==> config.mk <==
export PLATFORM = sky130hd
export DESIGN_NAME = deadline_task_scheduler_top
export DESIGN_NICKNAME = d
export VERILOG_FILES = /design/src/dts_pkg.sv /design/src/dts_ctrl.sv /design/src/dts_datapath.sv /design/src/deadline_task_scheduler_top.sv
export SDC_FILE = /design/constraint.sdc
export NUM_CORES = 1
export LEC_CHECK = 0
export ABC_AREA = 1
export BUFFER_PORTS_ARGS = -buffer_cell sky130_fd_sc_hd__buf_2
export CORE_ASPECT_RATIO = 1.75
export CORE_UTILIZATION = 40
export CTS_CLUSTER_DIAMETER = 80
export DETAILED_ROUTE_END_ITERATION = 8
export SLEW_MARGIN = 20
export SYNTH_ARGS = -nofsm -noshare
export SYNTH_HDL_FRONTEND = slang
export SYNTH_SLANG_ARGS = --single-unit
==> constraint.sdc <==
create_clock -name aclk -period 5.5 [get_ports aclk]
set_input_delay 0 -clock aclk [delete_from_list [all_inputs] [get_ports aclk]]
set_output_delay 0 -clock aclk [all_outputs]
set_load 0.01 [all_outputs]
==> src/dts_pkg.sv <==
`timescale 1ns / 1ps
`default_nettype none
// ----------------------------------------------------------------------------
// dts_pkg
// shared types and constants of the deadline task scheduler
// ----------------------------------------------------------------------------
package dts_pkg;

    localparam int ID_W       = 8;
    localparam int DELAY_W    = 16;
    localparam int IVAL_W     = 16;
    localparam int OCC_OUT_W  = 5;
    localparam int IN_DATA_W  = 48;
    localparam int OUT_DATA_W = 24;

    // action codes carried on tuser
    localparam logic ACT_TICK = 1'b0;
    localparam logic ACT_ADD  = 1'b1;

    typedef enum logic [2:0] {
        ST_IDLE,
        ST_TICK_SCAN,
        ST_TICK_DRAIN,
        ST_ADD_SCAN,
        ST_FINISH
    } dts_state_t;

    typedef struct packed {
        logic load;      // capture input word, restart scan
        logic issue;     // read table entry at scan index, advance
        logic add_step;  // advance free-slot probe
        logic finish;    // commit table update, load result register
    } dts_cmd_t;

    typedef struct packed {
        logic in_is_add;
        logic last;
        logic probe_free;
        logic out_free;
    } dts_status_t;

endpackage
`default_nettype wire

==> src/dts_ctrl.sv <==
`timescale 1ns / 1ps
`default_nettype none
// ----------------------------------------------------------------------------
// dts_ctrl
// sequencer: steps the datapath through the table scan of one word
// ----------------------------------------------------------------------------
module dts_ctrl (
    input  wire                  aclk,
    input  wire                  aresetn,
    input  wire                  in_valid,
    output logic                 in_ready,
    input  dts_pkg::dts_status_t status,
    output dts_pkg::dts_cmd_t    cmd
);
    import dts_pkg::*;

    dts_state_t state_reg, state_next;

    always_ff @(posedge aclk) begin
        if (!aresetn) begin
            state_reg <= ST_IDLE;
        end else begin
            state_reg <= state_next;
        end
    end

    always_comb begin
        state_next = state_reg;
        cmd        = '0;
        in_ready   = 1'b0;
        unique case (state_reg)
            ST_IDLE: begin
                in_ready = 1'b1;
                if (in_valid) begin
                    cmd.load   = 1'b1;
                    state_next = status.in_is_add ? ST_ADD_SCAN : ST_TICK_SCAN;
                end
            end
            ST_TICK_SCAN: begin
                cmd.issue = 1'b1;
                if (status.last) begin
                    state_next = ST_TICK_DRAIN;
                end
            end
            // last read returns, compared this cycle
            ST_TICK_DRAIN: begin
                state_next = ST_FINISH;
            end
            ST_ADD_SCAN: begin
                if (status.probe_free || status.last) begin
                    state_next = ST_FINISH;
                end else begin
                    cmd.add_step = 1'b1;
                end
            end
            ST_FINISH: begin
                if (status.out_free) begin
                    cmd.finish = 1'b1;
                    state_next = ST_IDLE;
                end
            end
            default: begin
                state_next = ST_IDLE;
            end
        endcase
    end

endmodule
`default_nettype wire

==> src/dts_datapath.sv <==
`timescale 1ns / 1ps
`default_nettype none
// ----------------------------------------------------------------------------
// dts_datapath
// task table memory, valid bits, time counter, earliest-due pick, result reg
// ----------------------------------------------------------------------------
module dts_datapath #(
    parameter int DEPTH      = 16,
    parameter int TIME_WIDTH = 32
) (
    input  wire                                aclk,
    input  wire                                aresetn,
    input  dts_pkg::dts_cmd_t                  cmd,
    output dts_pkg::dts_status_t               status,
    input  wire [dts_pkg::IN_DATA_W-1:0]       in_data,
    input  wire                                in_user,
    output logic                               out_valid,
    input  wire                                out_ready,
    output logic [dts_pkg::OUT_DATA_W-1:0]     out_data
);
    import dts_pkg::*;

    localparam int IDX_W = $clog2(DEPTH);
    localparam int OCC_W = $clog2(DEPTH + 1);
    localparam int TW    = TIME_WIDTH;
    // entry layout from bit 0: due, task, repeat, period
    localparam int TASK_LSB = TW;
    localparam int REP_BIT  = TW + ID_W;
    localparam int PER_LSB  = TW + ID_W + 1;
    localparam int ENT_W    = TW + ID_W + 1 + IVAL_W;

    logic [ENT_W-1:0] mem [DEPTH];

    logic [TW-1:0]      now_reg;
    logic [DEPTH-1:0]   valid_reg;
    logic [OCC_W-1:0]   occ_reg, occ_next;

    logic               act_reg;
    logic [ID_W-1:0]    id_reg;
    logic [DELAY_W-1:0] delay_reg;
    logic               per_reg;
    logic [IVAL_W-1:0]  ival_reg;

    logic [IDX_W-1:0]   scan_idx_reg;
    logic [IDX_W-1:0]   rd_idx_reg;
    logic               rd_live_reg;
    logic [ENT_W-1:0]   rd_data_reg;

    logic               pick_found_reg;
    logic [IDX_W-1:0]   pick_idx_reg;
    logic [TW-1:0]      pick_due_reg;
    logic [ID_W-1:0]    pick_task_reg;
    logic               pick_rep_reg;
    logic [IVAL_W-1:0]  pick_per_reg;

    logic               out_valid_reg;
    logic               out_disp_reg;
    logic [ID_W-1:0]    out_id_reg;
    logic               out_rearm_reg;
    logic               out_acc_reg;
    logic               out_drop_reg;
    logic [OCC_OUT_W-1:0] out_occ_reg;

    logic [TW-1:0]      rd_due;
    logic [TW-1:0]      age_diff;
    logic [TW-1:0]      order_diff;
    logic               cand_take;
    logic               mem_we;
    logic [IDX_W-1:0]   wr_addr;
    logic [ENT_W-1:0]   wr_data;
    logic               probe_free;
    logic [8:0]         occ_ext;

    // ---------------- status ----------------
    assign probe_free = !valid_reg[scan_idx_reg];

    always_comb begin
        status            = '0;
        status.in_is_add  = (in_user == ACT_ADD);
        status.last       = (scan_idx_reg == IDX_W'(DEPTH - 1));
        status.probe_free = probe_free;
        status.out_free   = !out_valid_reg || out_ready;
    end

    // ---------------- candidate compare ----------------
    assign rd_due     = rd_data_reg[TW-1:0];
    assign age_diff   = now_reg - rd_due;
    assign order_diff = rd_due - pick_due_reg;
    // due when now - due is not negative; replace only when strictly earlier
    assign cand_take  = rd_live_reg && !age_diff[TW-1] &&
                        (!pick_found_reg || order_diff[TW-1]);

    // ---------------- commit decode ----------------
    always_comb begin
        mem_we   = 1'b0;
        wr_addr  = scan_idx_reg;
        wr_data  = {ival_reg, per_reg, id_reg, now_reg + TW'(delay_reg)};
        occ_next = occ_reg;
        if (act_reg == ACT_ADD) begin
            if (probe_free) begin
                mem_we   = cmd.finish;
                occ_next = occ_reg + OCC_W'(1);
            end
        end else if (pick_found_reg) begin
            wr_addr = pick_idx_reg;
            wr_data = {pick_per_reg, pick_rep_reg, pick_task_reg,
                       now_reg + TW'(pick_per_reg)};
            if (pick_rep_reg) begin
                mem_we = cmd.finish;
            end else begin
                occ_next = occ_reg - OCC_W'(1);
            end
        end
    end

    assign occ_ext = 9'(occ_next);

    // ---------------- table memory ----------------
    always_ff @(posedge aclk) begin
        if (mem_we) begin
            mem[wr_addr] <= wr_data;
        end
    end

    always_ff @(posedge aclk) begin
        if (cmd.issue) begin
            rd_data_reg <= mem[scan_idx_reg];
        end
    end

    // ---------------- control state ----------------
    always_ff @(posedge aclk) begin
        if (!aresetn) begin
            now_reg        <= '0;
            valid_reg      <= '0;
            occ_reg        <= '0;
            rd_live_reg    <= 1'b0;
            pick_found_reg <= 1'b0;
            scan_idx_reg   <= '0;
            out_valid_reg  <= 1'b0;
        end else begin
            if (cmd.load) begin
                scan_idx_reg   <= '0;
                pick_found_reg <= 1'b0;
                if (in_user == ACT_TICK) begin
                    now_reg <= now_reg + TW'(1);
                end
            end else if (cmd.issue || cmd.add_step) begin
                scan_idx_reg <= scan_idx_reg + IDX_W'(1);
            end
            rd_live_reg <= cmd.issue && valid_reg[scan_idx_reg];
            if (cand_take) begin
                pick_found_reg <= 1'b1;
            end
            if (cmd.finish) begin
                occ_reg <= occ_next;
                if (act_reg == ACT_ADD) begin
                    if (probe_free) begin
                        valid_reg[scan_idx_reg] <= 1'b1;
                    end
                end else if (pick_found_reg && !pick_rep_reg) begin
                    valid_reg[pick_idx_reg] <= 1'b0;
                end
            end
            if (cmd.finish) begin
                out_valid_reg <= 1'b1;
            end else if (out_ready) begin
                out_valid_reg <= 1'b0;
            end
        end
    end

    // ---------------- payload registers ----------------
    always_ff @(posedge aclk) begin
        if (cmd.load) begin
            act_reg   <= in_user;
            id_reg    <= in_data[ID_W-1:0];
            delay_reg <= in_data[ID_W +: DELAY_W];
            per_reg   <= in_data[ID_W + DELAY_W];
            ival_reg  <= in_data[ID_W + DELAY_W + 1 +: IVAL_W];
        end
        if (cmd.issue) begin
            rd_idx_reg <= scan_idx_reg;
        end
        if (cand_take) begin
            pick_idx_reg  <= rd_idx_reg;
            pick_due_reg  <= rd_due;
            pick_task_reg <= rd_data_reg[TASK_LSB +: ID_W];
            pick_rep_reg  <= rd_data_reg[REP_BIT];
            pick_per_reg  <= rd_data_reg[PER_LSB +: IVAL_W];
        end
        if (cmd.finish) begin
            out_occ_reg <= (occ_ext > 9'd31) ? 5'd31 : occ_ext[4:0];
            if (act_reg == ACT_ADD) begin
                out_disp_reg  <= 1'b0;
                out_id_reg    <= '0;
                out_rearm_reg <= 1'b0;
                out_acc_reg   <= probe_free;
                out_drop_reg  <= !probe_free;
            end else begin
                out_disp_reg  <= pick_found_reg;
                out_id_reg    <= pick_found_reg ? pick_task_reg : '0;
                out_rearm_reg <= pick_found_reg && pick_rep_reg;
                out_acc_reg   <= 1'b0;
                out_drop_reg  <= 1'b0;
            end
        end
    end

    assign out_valid = out_valid_reg;
    assign out_data  = {7'b0, out_occ_reg, out_drop_reg, out_acc_reg, out_rearm_reg,
                        out_id_reg, out_disp_reg};

    // ---------------- assertions ----------------
    a_occ_tracks_valid: assert property (@(posedge aclk) disable iff (!aresetn)
        occ_reg == OCC_W'($countones(valid_reg)))
        else $error("occupancy count out of step with valid bits");

    a_finish_shows_result: assert property (@(posedge aclk) disable iff (!aresetn)
        cmd.finish |=> out_valid_reg)
        else $error("result register not loaded after commit");

    a_add_flags_exclusive: assert property (@(posedge aclk) disable iff (!aresetn)
        out_valid_reg |-> !(out_acc_reg && out_drop_reg) &&
                          !(out_disp_reg && (out_acc_reg || out_drop_reg)))
        else $error("conflicting result flags");

    a_tick_advances_time: assert property (@(posedge aclk) disable iff (!aresetn)
        (cmd.load && in_user == ACT_TICK) |=> now_reg == $past(now_reg) + TW'(1))
        else $error("time counter did not advance on tick");

    a_rearm_needs_dispatch: assert property (@(posedge aclk) disable iff (!aresetn)
        out_valid_reg && out_rearm_reg |-> out_disp_reg)
        else $error("rearm without dispatch");

endmodule
`default_nettype wire

==> src/deadline_task_scheduler_top.sv <==
`timescale 1ns / 1ps
`default_nettype none
// ----------------------------------------------------------------------------
// deadline_task_scheduler_top
// timed task queue: add tasks with a delay, dispatch the earliest due per tick
// ----------------------------------------------------------------------------
// One input word is handled at a time and gives one result word. For a tick
// word the task table memory is read one entry per cycle to find the earliest
// due task, a drain state compares the last entry read, then a finish state
// commits the dispatch or rearm. An add word walks the valid bits to the
// lowest free slot, then commits in the finish state. The result sits in an
// output register, so the next word is taken while it waits; the block only
// stalls at commit if the previous result is still unread.
module deadline_task_scheduler_top #(
    parameter int DEPTH      = 16,
    parameter int TIME_WIDTH = 32
) (
    input  wire                               aclk,
    input  wire                               aresetn,
    input  wire                               s_axis_tvalid,
    output logic                              s_axis_tready,
    // task_id[7:0], delay[23:8], periodic[24], interval[40:25]
    input  wire [dts_pkg::IN_DATA_W-1:0]      s_axis_tdata,
    // action[0]
    input  wire                               s_axis_tuser,
    output logic                              m_axis_tvalid,
    input  wire                               m_axis_tready,
    // dispatched[0], dispatched_id[8:1], rearmed[9], add_accepted[10],
    // add_dropped[11], occupancy[16:12]
    output logic [dts_pkg::OUT_DATA_W-1:0]    m_axis_tdata
);
    import dts_pkg::*;

    dts_cmd_t    cmd;
    dts_status_t status;

    dts_ctrl u_ctrl (
        .aclk     (aclk),
        .aresetn  (aresetn),
        .in_valid (s_axis_tvalid),
        .in_ready (s_axis_tready),
        .status   (status),
        .cmd      (cmd)
    );

    dts_datapath #(
        .DEPTH      (DEPTH),
        .TIME_WIDTH (TIME_WIDTH)
    ) u_datapath (
        .aclk      (aclk),
        .aresetn   (aresetn),
        .cmd       (cmd),
        .status    (status),
        .in_data   (s_axis_tdata),
        .in_user   (s_axis_tuser),
        .out_valid (m_axis_tvalid),
        .out_ready (m_axis_tready),
        .out_data  (m_axis_tdata)
    );

endmodule
`default_nettype wire
=== Word-level counts from Yosys, hierarchy flattened ===
Memory sizes are Yosys's and may differ from the RTL's. A register that Yosys moved wholly into a read port is not among the register bits.
Cells that the tools add are included.

* Memories kept: 1
* Memory bits (writable): 912
* Output and inout bits: 26
* Input bits: 53
* Word-level logic and storage cells: 121
* Register bits: 187

* Reduce and logical (&&, ||, !) cells: 25
* $lt $le $gt $ge: 5
* $add $sub $neg: 8
* Muxes and demuxes: 41
* Bitwise logic cells: 6
* Equality and inequality tests: 10

{| class="wikitable"
|+ Memory list
! memory !! words !! width !! rd ports !! clocked after Yosys merged registers in !! wr ports !! RTL line !! source
|-
| u_datapath.mem || 16 || 57 || 1 || 1 || 1 || dts_datapath.sv:32 || <nowiki>logic [ENT_W-1:0] mem [DEPTH];</nowiki>
|}

{| class="wikitable"
|+ Operators with widths
! cell !! number
|-
| two-way mux 57 bit || 2
|-
| adder 32 x 16 -> 32 bit || 2
|-
| subtractor 32 bit || 2
|-
| two-way mux 16 bit || 3
|-
| adder 32 x 1 -> 32 bit (second input constant) || 1
|-
| two-way mux 1 bit || 21
|-
| two-way mux 5 bit || 4
|-
| AND 16 bit || 1
|-
| NOT 16 bit || 1
|-
| OR 16 bit || 1
|-
| case mux 3 bit (5 select lines) || 1
|-
| two-way mux 3 bit || 4
|-
| < comparator 4 x 5 -> 1 bit (second input constant) || 2
|-
| demux 1 bit (select 4 bit) || 2
|-
| >= comparator 4 x 1 -> 1 bit (second input constant) || 2
|-
| two-way mux 4 bit || 2
|-
| logical AND 1 bit || 7
|-
| equality test 3 x 2 -> 1 bit (second input constant) || 2
|-
| != test 2 bit (second input constant) || 3
|-
| nonzero test 2 bit || 3
|-
| adder 5 x 1 -> 5 bit (second input constant) || 1
|-
| > comparator 5 bit (second input constant) || 1
|-
| logical NOT 1 bit || 5
|-
| subtractor 5 x 1 -> 5 bit (second input constant) || 1
|-
| 14 further kinds || 21
|}

=== Logic depth before layout (Yosys ltp) ===
* Depth after elaboration: 9
* Depth in mapped cells: 17
* Mapped depth without buffers: 17

=== Modules after synthesis ===
Synthesis repeated with hierarchy kept, for this count alone.

* Cells, all modules: 4270
* Area, all modules: 48938.2 um^2

{| class="wikitable"
|+ Modules (own cells, without submodules)
! module !! instances !! area each (um^2) !! cells an instance
|-
| dts_datapath || 1 || 48726.7 || 4231
|-
| dts_ctrl || 1 || 211.5 || 39
|}

=== Worst setup path after synthesis ===
OpenSTA, ideal clock, no wires.

* Path kind: register to register
* From: register u_datapath.scan_idx_reg[1]
* To: memory u_datapath.mem[0][0] (netlist bit) (enable)
* Setup slack: 1.144 ns
* Arrival: 3.884 ns
* Path buffers: 2
* Setup time: 0.472 ns
* Cell stages (with the launch flop): 13
* Cell sequence: dfxtp_1 buf_6 inv_2 buf_6 o211ai_1 nand2_1 nand2_2 nand2_4 nor2_8 nand2_8 a21oi_4 nand3_2 nor2_1

* Cells in the longest elaborated chain, start to end: 6
* Elaborated cells between the ends (all ways): 8
* Classes of those cells: 8 x mux

{| class="wikitable"
|+ RTL lines
! item !! RTL line !! source
|-
| start, declared || dts_datapath.sv:44 || <nowiki>logic [IDX_W-1:0] scan_idx_reg;</nowiki>
|-
| start signal, assigned || dts_datapath.sv:149 || <nowiki>scan_idx_reg <= scan_idx_reg + IDX_W'(1);</nowiki>
|-
| binary-select mux 1 bit (select 4 bit) || dts_datapath.sv:75 || <nowiki>assign probe_free = !valid_reg[scan_idx_reg];</nowiki>
|-
| two-way mux 1 bit (not written as such) || dts_datapath.sv:75 ||
|-
| two-way mux 1 bit || dts_datapath.sv:100 || <nowiki>if (probe_free) begin</nowiki>
|-
| two-way mux 1 bit || dts_datapath.sv:99 || <nowiki>if (act_reg == ACT_ADD) begin</nowiki>
|-
| two-way mux 1 bit || dts_datapath.sv:120 || <nowiki>if (mem_we) begin</nowiki>
|-
| two-way mux 1 bit (not written as such) || dts_datapath.sv:121 || <nowiki>mem[wr_addr] <= wr_data;</nowiki>
|-
| end, declared || dts_datapath.sv:32 ||
|}

Parallel ways exist; a longest one is shown, timed or not. The select of a mux whose other input is x is not followed.

=== Final worst setup path ===
* From: register u_datapath.scan_idx_reg[1]
* To: memory u_datapath.mem[4][50] (netlist bit) (enable)

The elaborated chain is that of the path after synthesis.

==> flow_summary_export.csv <==
group,metric,value,unit
run_status,status,"finished, final reports clean",
synthesis,synth_top_family_by_area,"simple AND/OR/NAND/NOR gates",
worst_setup_path,cp.required,5.87,ns
worst_setup_path,cp_cell_sequence,"buf_4, nor2_1, o21ai_1, nand2_1, nand2_2, nand2_4, nor2_8, nand2_8, a21oi_4, nand3_2, nor2_4, buf_12",
finish,areaGrowthSynthToFinish,13.6,%
global_route,grt_pass1_wl,199,mm
synthesis,synthAdderAreaFrac,2.59,%
sta,relSlewSlack,18.2,%
global_route,grt_pass1_vias,32000,
clock_tree,h-tree-depth,3,
synthesis,ys_top_cells_by_area,"edfxtp_1 66%, o21ai_0 5.8%, nand2_1 5.5%, nor2_1 4.7%, o22ai_1 2.9%",
power,power.density,389,nW/µm²
placed_design,place_ws,1.78,ns
die,die_h,467,µm
worst_setup_path,crit_fanout,70,
sta,fin_crit,3.76,ns
detailed_routing,ant_nets,0,
synthesis,synth.area.mux_share,0,%
synthesis,avgSynthCellArea,11.5,µm²
synthesis,synth_top_area_share,66.5,%
detailed_routing,dr.pass1.iters,6,
finish,finalNetCount,4568,
synthesis,synth-xor-area-share,0.443,%
detailed_routing,vias_per_cell,5.41,
clock_tree,clockBufferDepth,3,
synthesis,synthesis.instances,4312,
die,dieArea,125000,µm²
finish,largest_reg_flops,912,
clock_tree,post_cts_buffers,0,
worst_setup_path,start_kind,"flip-flop",
placed_design,gp_congestion,0.928,
global_route,grt_usage,21.5,%
run,cap_viol_max_count,0,
global_route,antenna_found_initial,2,
finish,fin_area,56100,µm²
synthesis,synthArstFlopShare,0,%
synthesis,synth_edf_count,1093,
detailed_routing,dr_total_vias,33200,
detailed_routing,routedWlPerCell,22.0,µm
synthesis,yosysUniqueCellTypes,50,
global_route,overflow,0,
sta,skew,0.0344,ns
synthesis,yosysWarnings,0,
clock_tree,tritoncts,"done",
synthesis,yosysMostFrequentCell,"edfxtp_1",
sta,rsz0062_at_grt,"no",
placed_design,place_hpwl,78.1,mm
finish,finish.utilization,45.8,%
hold_path,min_path_type,"input port to flip-flop",
finish,fill_cells,11100,
worst_setup_path,end_kind,"flip-flop",
synthesis,synth_compound_area_share,10.6,%
sta,maxSlewViolCount,0,
detailed_routing,drtIter0Drc,2838,
synthesis,synth_top_area_cell,"edfxtp_1",
worst_setup_path,critPathKind,"flip-flop to flip-flop",
worst_setup_path,path_buf_inv,2,
clock_tree,clk_pin_slew,0.06,ns
synthesis,synth.cell_area,49400,µm²
clock_tree,cts_buffers,103,
placed_design,numPortBuffers,64,
power,vdd_drop_max,0.288,mV
sta,finalCritPeriodShare,68.4,%
synthesis,synthSimpleGateAreaFrac,13.5,%
clock_tree,cts_root_buf,"clkbuf_16",
detailed_routing,wirelength,135,mm
clock_tree,cts_resized,0,
sta,setup_violations,0,
finish,multi_input_area,13600,µm²
synthesis,ys.flop_type,"edfxtp_1",
worst_setup_path,rrSetupSlack,1.74,ns
worst_setup_path,arrival,4.13,ns
global_route,grt_max_degree,235,
sta,tns,0,ns
sta,max_freq,266,MHz
sta,hold_viol,0,
die,floorplan.initialDensity,40.3,%
die,ioPinCount,79,
clock_tree,cts_sinks,1156,
clock_tree,postCtsHoldBufs,83,
die,die_w,268,µm
die,fp-row-count,170,
finish,seqCellArea,34100,µm²
synthesis,synth_seq_cells,1156,
detailed_routing,drcViolationCount,0,
die,coreArea,123000,µm²
sta,fin_ws,1.74,ns
finish,drive_gt1_share,8.40,%
synthesis,seq_area_frac_synth,69.0,%
sta,whs,0.0632,ns
clock_tree,worstSkewPairLatency,0.71,ns
sta,worst_slew_pin_slew,1.23,ns
worst_setup_path,slowest_delay,0.69,ns
synthesis,synth_common_cells,"1093 x edfxtp_1, 721 x nand2_1, 621 x nor2_1",
placed_design,placed_area,51700,µm²
worst_setup_path,slowest_stage,"buf_4",
power,leakage,19.8,nW
worst_setup_path,crit_family,"simple AND/OR/NAND/NOR gates",
## kinds of logic (layout without fill, tap and decap cells)
group           count (synthesis)  count (layout)
xor+xnor                       25              25
buf+inv                       464             648
other cells                     1               8
simple gates                 1604            1604
flops                        1156            1156
compound gates                961             961
fa+ha+maj                     101             101
## final timing paths
kind	cells past startpoint	from	end
max	12	u_datapath.scan_idx_reg[1]	u_datapath.mem[4][50]
min	2	s_axis_tdata[10]	u_datapath.delay_reg[2]
max reg2reg	12	u_datapath.scan_idx_reg[1]	u_datapath.mem[4][50]
min reg2reg	0	u_datapath.rd_data_reg[52]	u_datapath.pick_per_reg[11]
## final cells by class
| cell class | instances | share of cell area (%) |
|---|---|---|
| flip-flops and latches | 1156 | 60.8 |
| repair buffers | 213 | 3.29 |
| multi-input cells | 2698 | 24.3 |
| well taps | 1634 | 3.65 |
| diodes | 1 | 0.00446 |
| inverters | 242 | 1.64 |
| clock inverters | 79 | 1.54 |
| clock buffers | 114 | 4.78 |
## report_power, final
part	internal, mW	switching [mW]	leakage, nW
logic	0.958	2.63	7.74
clock network	4.33	3.25	1.72
registers	10.4	0.220	10.4
total	15.7	6.10	19.8
## metal layers
layer  vias up  routed length [µm]  global-route usage (%)
met5         -                   0                       0
met3       263                6530                    2.58
met1     16400               52400                    25.4
li1      15600                   -                       -
met4         0                5530                    8.96
met2      1012               70500                    39.1
## layout by cell type (no fill, tap or decap), drive strengths merged
cell	n
nor2b	2
xnor2	2
nor4	3
clkbuf	114
clkinvlp	7
o22ai	232
nor2	627
ha	99
a21boi	2
nand4	75
dlygate4sd3	83
edfxtp	1093
or2	7
nand3	114
o21ai	580
clkinv	49
nor3	39
xor2	23
diode	1
a21o	17
o211ai	3
inv	248
buf	130
nor3b	1
nand2	732
dfxtp	63
a31oi	1
a21oi	117
and2	1
fa	2
conb	7
o21a	4
o21bai	5
and3	3
bufinv	17
## metrics by stage
step / cells / power, mW
6_report: 6137 / 21.8
5_1_grt: 6137 / 22.7
4_1_cts: 6136 / 22.0
3_5_place_dp: 5860 / 14.4
3_3_place_gp: 5860 / 14.3
2_1_floorplan: 4318 / 13.2
(Power assumes the default switching activity.)
